File: config.mk
export PLATFORM = sky130hd
export DESIGN_NAME = rksr_ram
export DESIGN_NICKNAME = d
export VERILOG_FILES = /design/src/rtl/core/rksr_ram.sv
export SDC_FILE = /design/constraint.sdc
export NUM_CORES = 2
export LEC_CHECK = 0
export BUFFER_PORTS_ARGS = -buffer_cell sky130_fd_sc_hd__buf_4
export CORE_MARGIN = 2
export CORE_UTILIZATION = 31
export CTS_CLUSTER_SIZE = 28
export DETAILED_ROUTE_END_ITERATION = 6
export SLEW_MARGIN = 25
export SYNTH_ARGS = -nofsm -noshare
export SYNTH_HDL_FRONTEND = slang
export SYNTH_SLANG_ARGS = --single-unit
export TNS_END_PERCENT = 5
File: constraint.sdc
create_clock -name clk -period 2.4 [get_ports clk]
set_input_delay 0.48 -clock clk [delete_from_list [all_inputs] [get_ports clk]]
set_output_delay 0.48 -clock clk [all_outputs]
set_load 0.005 [all_outputs]
File: src/rtl/core/rksr_ram.sv
`timescale 1ns / 1ps
// Generic single write port, single read port RAM with a registered read.
// No dependencies.
module rksr_ram #(
	parameter int WIDTH = 8,
	parameter int DEPTH = 256,
	parameter int AW    = (DEPTH > 1) ? $clog2(DEPTH) : 1
) (
	input  logic             clk,
	input  logic             we,
	input  logic [AW-1:0]    waddr,
	input  logic [WIDTH-1:0] wdata,
	input  logic [AW-1:0]    raddr,
	output logic [WIDTH-1:0] rdata
);

	logic [WIDTH-1:0] mem [DEPTH];

	always_ff @(posedge clk) begin
		if (we) begin
			mem[waddr] <= wdata;
		end
		rdata <= mem[raddr];
	end

endmodule

==> results.toml <==
[setup_path]
critPathRequiredTime_ps = 3110
path_class = "in2reg"
crit_end = "rdata[2]"
startpoint = "raddr[0]"
worstReg2RegEnd = "rdata[1]"
rr_startpoint = "mem[143][1]"
crit_fanout = 31
r2r_slack_ps = 50
cp-end-kind = "flop"
ff2ff_path_depth = 7
crit_arrival_ps = 3150
cp-start-kind = "input port"

[die]
start_util_pct = 31.25
num_rows = 185
die_y_um = 510.6
die_w_um = 510.6
fp.dieArea_um2 = 260700
core_area_um2 = 254600
io_pins = 34

[global_route]
grt_overflow_total = 0
grt_pass1_wl_mm = 296.7
grt_use_total_pct = 15.64
grt_pass1_vias = 41460
antenna_found_initial = 13
grt_max_degree = 89

[sta]
fmax_mhz = 409.4
worst_clock_skew_ps = 56.12
rsz0062_at_grt = "true"
finalSetupViolations = 1
min_period_ps = 2443
hold_viol = 0
worst_pin_slew_ps = 925.8
setup_ws_ps = -42.73
relSlewSlack_pct = 38.05
timing.hold.ws_ps = 52.75
final_max_slew_viol_count = 0
fin_crit_sh_pct = 101.8

[logic_synthesis]
ys_types = 55
ys_warn_count = 0
ys_top_cells_by_area = "edfxtp_1, mux4_2, mux2i_1"
ys_ff_latch = 2056
syn_area_um2 = 79560
synth.net_count = 3759
ys_seq_area_share_pct = 77.50
synth_flop_cell = "edfxtp_1"
synth_edf_count = 2048
synth_top_area_share_pct = 77.30
yosysTopAreaCell = "edfxtp_1"
postSynth.asyncResetShare_pct = 0
syn_avg_cell_area_um2 = 21.31
syn_inst = 3733

[hold_path]
holdPathStages = 1
hold_class = "in2reg"

[pwr]
finalPower_uw = 76430
ir_drop_uv = 690.5
p_leak_uw = 0.03076
power_per_cell_area_nw_per_um2 = 794.2

[clocking]
numCtsBuffers = 207
clock-root-buffer = "clkbuf_16"
clk_latency_ps = 860
clockBufferDepth = 3
tritoncts = "built"
htree_levels = 4
post_cts_buffers = 0
path_clk_slew_ps = 60
cts_sinks = 2056

[layout]
drive_gt1_share_pct = 32.65
finalNetCount = 4455
areaGrowthSynthToFinish_pct = 20.97
layout.cells.non_filler = 7983
stdcell_area_um2 = 96240

[detailed_routing]
routed_wl_mm = 205.3
dr_total_vias = 40760
firstDrtPassIters = 5
viasPerCell = 5.106
drtIter0Drc = 4433
wl_per_cell_um = 25.72
drcViolationCount = 0
ant_nets = 0

[place]
hpwl_mm = 133.7
dpl_cell_area_um2 = 89040
io_buffers = 33
routabilityCongestion = 0.8559
dp_cells = 7583

[status]
status = "finished with violations"
violations = "setup timing"

[flow_run]
drv_cap = 0
-- cell families after synthesis --
logic type,synth area share [%]
muxes,14.62
buffers and inverters,1.831
AOI/OAI and AO/OA,3.419
DFF,77.50
and+or+nand+nor,2.628
-- synthesized netlist by cell type, drive strengths merged, types with 28 or more instances --
cell type     n
a21oi        96
nor2b        31
mux2i       134
mux4        456
a22oi       133
o221ai       47
edfxtp     2048
buf         122
nand2        33
nor2        282
nand3        34
o22ai        28
clkbuf      111
-- critical path, cell delays in order --
cell and delay, ps:
buf_8 190, buf_12 190, buf_12 150, buf_12 240, mux4_2 600, mux4_2 480, nor2_1 120, a2111oi_0 100
nor3_2 320, buf_4 180, nor4_2 40
-- stage by stage --
step | setup TNS, ps | util (%) | setup WS (ps)
after floorplan | -14.61 | - | -7.307
after detailed placement | -19140 | 34.97 | -1156
after global placement | -15940 | 34.96 | -1413
final | -42.73 | 37.80 | -42.73
after global routing | -20.85 | 37.79 | -10.86
after CTS | -48.62 | 37.72 | -48.62
-- state kept, by name (all words and copies together) (netlist names) --
register / flops
mem: 2048
rdata: 8
-- layout make-up --
cell class | count | area [um2]
clock buffers | 253 | 5394
flip-flops and latches | 2056 | 61660
fillers | 22930 | 158400
inverters | 2 | 7.507
well taps | 3366 | 4212
repair buffers | 720 | 6733
multi-input cells | 1442 | 16710
diodes | 7 | 17.52
clock inverters | 137 | 1506
-- where the power goes --
part | switching, uW | internal, uW | leakage, uW
logic | 2480 | 1760 | 0.00895
clock network | 13900 | 18700 | 0.00333
registers | 83.9 | 39600 | 0.0185
-- routing by layer --
| layer | GRT usage (%) | share of wire, % |
|---|---|---|
| met5 | 0 | 0 |
| met4 | 4.504 | 2.6 |
| met3 | 2.770 | 7.2 |
| met2 | 25.80 | 49 |
| met1 | 21.18 | 41 |
-- cells in the final DEF, fill, tap and decap left out, drive strengths merged, types with 8 or more instances in the layout --
cell type / Yosys / routed
edfxtp: 2048 / 2048
o22ai: 28 / 28
dfxtp: 8 / 8
buf: 122 / 717
o221ai: 47 / 47
nor3: 22 / 22
clkbuf: 111 / 254
nand2: 33 / 33
nand2b: 8 / 8
nor4: 27 / 27
a22oi: 133 / 133
a211oi: 16 / 16
a221oi: 14 / 14
o211ai: 10 / 10
nor2b: 31 / 31
bufinv: 0 / 24
clkinv: 1 / 103
nor2: 282 / 282
a21oi: 96 / 96
o21ai: 12 / 12
nand4: 10 / 10
mux2i: 134 / 134
nand3: 34 / 34
a22o: 8 / 8
mux4: 456 / 456
-- repair_timing --
item / CTS / global route
gates cloned: 0 / 1
hold buffers: 2 / 0
gates resized for setup: 13 / 28
setup endpoints to repair: 7 / 7
pin swaps: 1 / 6
endpoints found under the hold margin: 25 / 0
-- worst min path at each step --
stage / startpoint / endpoint
floorplan: wdata[0] / mem[0][0]
global placement: wdata[2] / mem[87][2]
CTS: wdata[4] / mem[84][4]
finish: wdata[4] / mem[84][4]
detailed placement: wdata[2] / mem[87][2]
global route: wdata[4] / mem[84][4]
Note: power is estimated with default switching activity, not from simulation.
