**src/rtl/core/rksr_pkg.sv**
```systemverilog
`timescale 1ns / 1ps
// Package for the keyed stepping rotor: function and register codes,
// build sequencer states and the structs passed between the modules.
// No dependencies.
package rksr_pkg;

	localparam int BYTE_W      = 8;
	localparam int PERM_DEPTH  = 256;
	localparam int KEY_MAX_DEF = 256;
	localparam int CNT_W       = 16;
	localparam int KLEN_W      = 9;
	localparam int APB_AW      = 4;
	localparam int APB_DW      = 32;

	localparam logic [BYTE_W-1:0] PERM_LAST = 8'hFF;

	localparam logic [1:0] FN_LOAD_KEY = 2'd0;
	localparam logic [1:0] FN_BUILD    = 2'd1;
	localparam logic [1:0] FN_PROCESS  = 2'd2;

	localparam logic [1:0] REG_MODE      = 2'd0;
	localparam logic [1:0] REG_KEY_LEN   = 2'd1;
	localparam logic [1:0] REG_BYTES_MOV = 2'd2;
	localparam logic [1:0] REG_STEP      = 2'd3;

	typedef enum logic [2:0] {
		ST_IDLE,
		ST_INIT,
		ST_KS_RD,
		ST_KS_J,
		ST_KS_WI,
		ST_KS_WJ,
		ST_INV,
		ST_INV_END
	} build_state_t;

	typedef struct packed {
		logic              mode_decrypt;
		logic [KLEN_W-1:0] key_length;
		logic [CNT_W-1:0]  bytes_per_move;
		logic [BYTE_W-1:0] step_size;
	} cfg_t;

	typedef struct packed {
		logic              we;
		logic [BYTE_W-1:0] waddr;
		logic [BYTE_W-1:0] wdata;
		logic [BYTE_W-1:0] raddr;
	} perm_req_t;

	typedef struct packed {
		logic              we;
		logic [BYTE_W-1:0] waddr;
		logic [BYTE_W-1:0] wdata;
	} scr_wr_t;

endpackage

```
**src/rtl/core/rksr_cfg.sv**
```systemverilog
`timescale 1ns / 1ps
// Configuration register file behind the APB-style port.
// Depends on rksr_pkg.
module rksr_cfg (
	input  logic                       clk,
	input  logic                       arst_n,
	input  logic                       psel,
	input  logic                       penable,
	input  logic                       pwrite,
	input  logic [rksr_pkg::APB_AW-1:0] paddr,
	input  logic [rksr_pkg::APB_DW-1:0] pwdata,
	output logic [rksr_pkg::APB_DW-1:0] prdata,
	output logic                       pready,
	output rksr_pkg::cfg_t             cfg
);
	import rksr_pkg::*;

	cfg_t       cfg_q;
	logic       wr_en;
	logic [1:0] reg_idx;

	assign wr_en   = psel & penable & pwrite;
	assign reg_idx = paddr[3:2];
	assign pready  = 1'b1;
	assign cfg     = cfg_q;

	always_ff @(posedge clk or negedge arst_n) begin
		if (!arst_n) begin
			cfg_q.mode_decrypt   <= 1'b0;
			cfg_q.key_length     <= KLEN_W'(1);
			cfg_q.bytes_per_move <= CNT_W'(1);
			cfg_q.step_size      <= BYTE_W'(1);
		end else if (wr_en) begin
			case (reg_idx)
				REG_MODE:      cfg_q.mode_decrypt   <= pwdata[0];
				REG_KEY_LEN:   cfg_q.key_length     <= pwdata[KLEN_W-1:0];
				REG_BYTES_MOV: cfg_q.bytes_per_move <= pwdata[CNT_W-1:0];
				REG_STEP:      cfg_q.step_size      <= pwdata[BYTE_W-1:0];
				default:       cfg_q                <= cfg_q;
			endcase
		end
	end

	always_comb begin
		case (reg_idx)
			REG_MODE:      prdata = APB_DW'(cfg_q.mode_decrypt);
			REG_KEY_LEN:   prdata = APB_DW'(cfg_q.key_length);
			REG_BYTES_MOV: prdata = APB_DW'(cfg_q.bytes_per_move);
			REG_STEP:      prdata = APB_DW'(cfg_q.step_size);
			default:       prdata = '0;
		endcase
	end

endmodule

```
**config.mk**
```make
export PLATFORM = sky130hd
export DESIGN_NAME = rksr_cfg
export DESIGN_NICKNAME = d
export VERILOG_FILES = /design/src/rtl/core/rksr_pkg.sv /design/src/rtl/core/rksr_cfg.sv
export SDC_FILE = /design/constraint.sdc
export NUM_CORES = 1
export LEC_CHECK = 0
export CORE_MARGIN = 2
export CORE_UTILIZATION = 50
export DETAILED_ROUTE_END_ITERATION = 10
export DONT_BUFFER_PORTS = 1
export GPL_ROUTABILITY_DRIVEN = 1
export PLACE_DENSITY_LB_ADDON = 0.08
export SETUP_SLACK_MARGIN = 0.3
export SLEW_MARGIN = 10
export SYNTH_ARGS = -nofsm -noshare
export SYNTH_HDL_FRONTEND = slang
export SYNTH_SLANG_ARGS = --single-unit
```
**constraint.sdc**
```tcl
create_clock -name clk -period 2.65 [get_ports clk]
set_clock_uncertainty 0.05 [all_clocks]
set_input_delay 0.795 -clock clk [delete_from_list [all_inputs] [get_ports clk]]
set_output_delay 0.795 -clock clk [all_outputs]
set_load 0.005 [all_outputs]
```
==> results of run 1 <==
==> layout make-up <==
cell class,count,area share [%]
multi-input cells,82,44.5
clock buffers,7,2.61
well taps,46,3.34
flip-flops and latches,34,49.5
==> per-layer routing <==
| layer | vias to the layer above | global-route usage, % | share of wire, % |
|---|---|---|---|
| met1 | 465 | 21.2 | 41 |
| met5 | - | 0 | 0 |
| met3 | 6 | 10.9 | 9.9 |
| li1 | 400 | - | - |
| met4 | 0 | 6.94 | 1.4 |
| met2 | 48 | 26.2 | 47 |
==> path summary, 6_finish.rpt <==
path / start / endpoint / slack, ns / cells after the start
max: paddr[2] / prdata[1] / 0.40 / 2
min: arst_n / cfg[19] / 0.1 / 0
max reg2reg: cfg[18] / cfg[18] / 1.78 / 1
min reg2reg: cfg[23] / cfg[23] / 0.51 / 1
max in group asynchronous: arst_n / cfg[0] / 2.27 / 0
min in group clk: cfg[23] / cfg[23] / 0.51 / 1
==> synthesized netlist by cell type <==
cell type,number
a22o_1,8
and2_1,7
and2_4,1
and3_4,1
and3b_1,1
buf_12,1
buf_2,2
buf_4,18
buf_6,1
clkbuf_1,1
conb_1,2
dfrtp_1,31
dfstp_2,3
mux2_2,31
mux2_4,10
mux4_2,1
nand2_1,1
nand3_2,1
nor2_1,1
nor2b_1,1
nor2b_4,1
==> cell families after synthesis <==
kind of cell,Yosys count
compound gates,8
simple gates,15
mux,42
flops,34
other cells,2
buf+inv,23
==> through the flow <==
step,cells,utilization [%]
CTS,169,51.7
finish,169,51.7
detailed placement,162,50.3
global placement,162,50.3
global route,169,51.7
floorplan,139,-
==> power by group through the flow <==
stage,registers (uW),logic [uW],clock network [uW]
2_1_floorplan,745,235,0
3_3_place_gp,775,222,0
3_5_place_dp,784,229,0
4_1_cts,774,230,270
5_1_grt,792,248,298
6_report,770,227,256
==> cell usage in the layout (no fill, tap or decap), drive strengths merged <==
master / Yosys / layout
a22o: 8 / 8
and2: 8 / 8
and3: 1 / 1
and3b: 1 / 1
clkbuf: 1 / 7
conb: 2 / 17
dfrtp: 31 / 31
dfstp: 3 / 3
mux2: 41 / 41
mux4: 1 / 1
nand2: 1 / 1
nand3: 1 / 1
nor2: 1 / 1
nor2b: 2 / 2
==> timing repair <==
action | in CTS | in global routing
hold buffers | 0 | 0
buffers inserted | 0 | 0
resized for setup | 1 | 0
endpoints found under the setup margin | 8 | 0
==> out/metrics.yaml, run 1 <==
area_growth_pct: -1.08
netlist_top_cells_area: "dfrtp_1 44%, mux2_2 20%, mux2_4 8.6%, buf_4 7.7%, dfstp_2 4.5%"
track_usage_pct: 17.9
dieArea_um2: 3980
synth_top_family_by_area: "multiplexers"
fill_cells: 318
avgSynthCellArea_um2: 14.1
p_leak_uw: 0.000780
viasPerCell: 5.44
layout.area.seq_um2: 855
grt_pass1_wl_um: 5170
cts_buffer_depth: 2
cts_tree: "built"
muxShareOfSynthArea_pct: 29.9
design_area_um2: 1730
powerDensity_nw_per_um2: 726
wirelength_um: 3320
netlist_area_um2: 1740
drt_pass1_iterations: 4
critPathMaxStageDelay_ns: 0.37
setup.worst_path.end_class: "output pin"
syn_inst: 124
antenna_found_initial: 0
swShare_pct: 27.6
wl_per_cell_um: 19.6
cp_top_family: "simple AND/OR/NAND/NOR gates"
crit_type: "input port to output pin"
synth-seq-cells: 34
ant_nets: 0
synth_compound_area_share_pct: 4.02
io_pins: 108
start_util_pct: 52.3
hpwl_um: 2310
sequentialPowerShare_pct: 61.4
hold_viol: 0
rsz0062_at_grt: "no"
synth_simple_gate_area_share_pct: 6.31
clk_pin_slew_ns: 0.09
grt_pass1_vias: 931
finalCritPeriodShare_pct: 85.0
synthDominantCellAreaShare_pct: 44.5
ys.warnings.count: 0
cts_buffers: 5
clock_latency_ns: 0.32
run_status: "complete, no violations"
synth_cell_type_count: 21
multi_input_area_um2: 768
arrival_ns: 1.41
fmax_mhz: 444
num_rows: 21
hold_path_class: "input port to async pin"
placed_cell_area_um2: 1680
synth_area_leader_cell: "dfrtp_1"
grt_overflow: 0
gp_congestion: 0.685
drt-initial-drc-count: 32
p_sw_uw: 346
final.setup.worst_slack_ns: 0.398
crit_required_ns: 1.81
final_nets: 164
cap_violations: 0
timing.critical_path.buf_inv: 0
drc: 0
num_vias: 919
fin_tns_setup_ns: 0
crit_path_top_delay_cell: "nor2b_2"
slew_violations: 0
power_frac_clock_pct: 20.4
core-area_um2: 3340
yosys.area_share.adder_pct: 0
num_antenna_cells: 0
power_uw: 1250
root_buffer: "clkbuf_4"
period_minus_slack_ns: 2.25
vdd_ir_drop_max_uv: 341
worstPathCellList: "nor2b_2 > a22o_1"
combPwrFrac_pct: 18.1
synth-xor-area-share_pct: 0
fp.dieW_um: 63.1
die_h_um: 63.1
internal_power_uw: 908
cp-start-kind: "input port"
cts_num_sinks: 34
grt_max_degree: 35
drive_gt1_share_pct: 44.7
holdWs_ns: 0.0972
htreeDepth: 2
yosysSeqAreaShare_pct: 49.0
io_buffers: 0
largest_register_ffs: 34
dp_slack_ns: 0.150
cp_max_fo: 13
setup_violations: 0
Note: power is estimated with default switching activity, not from simulation.
==> run 2: changes to the inputs <==
==> constraint.sdc (replaced) <==
create_clock -name clk -period 2.1 [get_ports clk]
set_clock_uncertainty 0.05 [all_clocks]
set_input_delay 0.63 -clock clk [delete_from_list [all_inputs] [get_ports clk]]
set_output_delay 0.63 -clock clk [all_outputs]
set_load 0.005 [all_outputs]
==> run 2 against run 1 <==
  * Global-route usage down 0.51 points
  * Clock power up 24%
  * Clock-buffer cell count unchanged
  * Register-to-register slack worse by 0.54 ns
  * Final cell count up 1.8%
  * Via count up 2.9%
  * First-iteration DRC count up 53%
  * Routed wire length down 3.1%
  * Sequential power up 26%
  * Total power up 27%
  * Largest power group unchanged
==> out/metrics.yaml, run 2 (synthesis gave the netlist of run 1 again) <==
reg2reg_slack_ns: 1.24  # -0.54 ns
cp-endpoint: "prdata[5]"
arrival_ns: 1.24  # -0.17 ns
sequentialPowerShare_pct: 60.9  # -0.5 points
hpwl_um: 2170  # -6.0%
clk_pin_slew_ns: 0.09  # about the same
drive_gt1_share_pct: 46.0  # +1.3 points
crit_start: "cfg[13]"
cap_violations: 0  # unchanged
reg2reg_to: "cfg[16]"
cp_max_fo: 3  # -10
rsz0062_at_grt: "yes"
clock_latency_ns: 0.32  # about the same
timing.critical_path.buf_inv: 0  # unchanged
hold_path_class: "input port to async pin"
final_cell_mix: "31 x dfrtp_1, 30 x mux2_2, 17 x conb_1, 11 x mux2_4, 8 x a22o_1"
crit_type: "register to output pin"
area_growth_pct: 1.43
start_util_pct: 52.3  # unchanged
grt_max_degree: 32  # -8.6%
final_util_pct: 53.0  # +1.3 points
ant_nets: 0  # unchanged
num_rows: 21  # unchanged
power_uw: 1590  # +27%
worstPathCellList: "mux2_4 > a22o_1"
placed_cell_area_um2: 1700  # +1.1%
wirelength_um: 3220  # -3.1%
vdd_ir_drop_max_uv: 424  # +25%
final_common_cell: "dfrtp_1"
htreeDepth: 2  # unchanged
grt_overflow: 0  # unchanged
finalCritPeriodShare_pct: 91.4
cp_num_cells: 2  # unchanged
grt_pass1_vias: 1030  # +11%
setup.worst_path.end_class: "output pin"
reg2reg_depth: 1  # unchanged
drt_pass1_iterations: 3  # -1
timing.rr.start: "cfg[16]"
largest_register_ffs: 34  # unchanged
drc: 0  # unchanged
power_frac_clock_pct: 19.9  # -0.5 points
num_vias: 946  # +2.9%
io_pins: 108  # unchanged
hold_viol: 0  # unchanged
cts_tree: "built"
slew_violations: 0  # unchanged
p_leak_uw: 0.000808  # +3.6%
powerDensity_nw_per_um2: 899  # +24%
period_minus_slack_ns: 1.92
run_status: "complete, no violations"
num_antenna_cells: 0  # unchanged
p_sw_uw: 436  # +26%
fp.dieW_um: 63.1  # unchanged
antenna_found_initial: 0  # unchanged
cts_num_sinks: 34  # unchanged
io_buffers: 0  # unchanged
drt-initial-drc-count: 49  # +53%
cp-start-kind: "register"
track_usage_pct: 17.4  # -0.51 points
gp_congestion: 0.681  # -0.61%
critPathMaxStageDelay_ns: 0.43  # +0.06 ns
viasPerCell: 5.50  # +1.1%
design_area_um2: 1770  # +2.5%
swShare_pct: 27.4  # -0.16 points
fill_cells: 302  # -5.0%
wl_per_cell_um: 18.7  # -4.8%
combPwrFrac_pct: 19.2  # +1.1 points
internal_power_uw: 1150  # +27%
core-area_um2: 3340  # unchanged
cp_top_family: "flip-flops"
holdWs_ns: 0.0737  # -0.0235 ns
cts_buffer_depth: 2  # unchanged
cts_buffers: 5  # unchanged
grt_pass1_wl_um: 5250  # +1.6%
cts_setup_buffers: 0  # unchanged
dieArea_um2: 3980  # unchanged
root_buffer: "clkbuf_4"
fmax_mhz: 521
final_nets: 167  # +1.8%
crit_path_top_delay_cell: "dfrtp_1"
setup_violations: 0  # unchanged
die_h_um: 63.1  # unchanged
crit_required_ns: 1.42  # -0.39 ns
run 2: changes by cell type in the layout (fill, tap and decap cells not counted):
cell,change
nor2b_4,+1
buf_4,+2
mux2_2,-1
mux2_4,+1
nor2b_2,-1
buf_12,+1
run 2: worst min-delay path by stage:
stage,start,endpoint,slack (ns)
2_1_floorplan,arst_n,cfg[10],0.28
3_3_place_gp,arst_n,cfg[18],0.29
3_5_place_dp,arst_n,cfg[14],0.29
4_1_cts,arst_n,cfg[27],0.07
5_1_grt,arst_n,cfg[32],0.06
6_report,arst_n,cfg[4],0.07
run 2: power by group through the flow:
stage	clock, uW	sequential, uW	combinational, uW
after floorplan	0	940	301
after global placement	0	977	283
after detailed placement	0	980	293
after CTS	336	969	311
after global routing	375	992	337
final	317	967	305
run 2: cell type report:
cell class	count	area [um2]	share of cell area (%)
Clock buffer	7	45.0	2.55
Multi-Input combinational cell	82	777	43.9
Sequential cell	34	855	48.3
Tap cell	46	57.6	3.25
Timing Repair Buffer	3	35.0	1.98
run 2: per-layer routing:
metal  routed length, um  GRT usage [%]  share of wire (%)
met1                1320           21.5                 41
met2                1560           27.8                 48
met3                 303           6.79                9.4
met4                  33           5.83                1.0
met5                   0              0                  0
run 2: timing repair:
action                                  4_1_cts  5_1_grt
hold endpoints to repair                     31        0
pin swaps                                     0        1
hold buffers                                  1        0
gates cloned                                  0        0
gates resized for setup                       2        0
endpoints found under the setup margin        9        9
run 2: per-stage QoR:
step,TNS (ns),setup slack [ns],instances
5_1_grt,0,0.120,172
2_1_floorplan,0,0.178,139
3_5_place_dp,-0.836,-0.110,164
4_1_cts,0,0.157,172
3_3_place_gp,-0.719,-0.0950,164
6_report,0,0.181,172
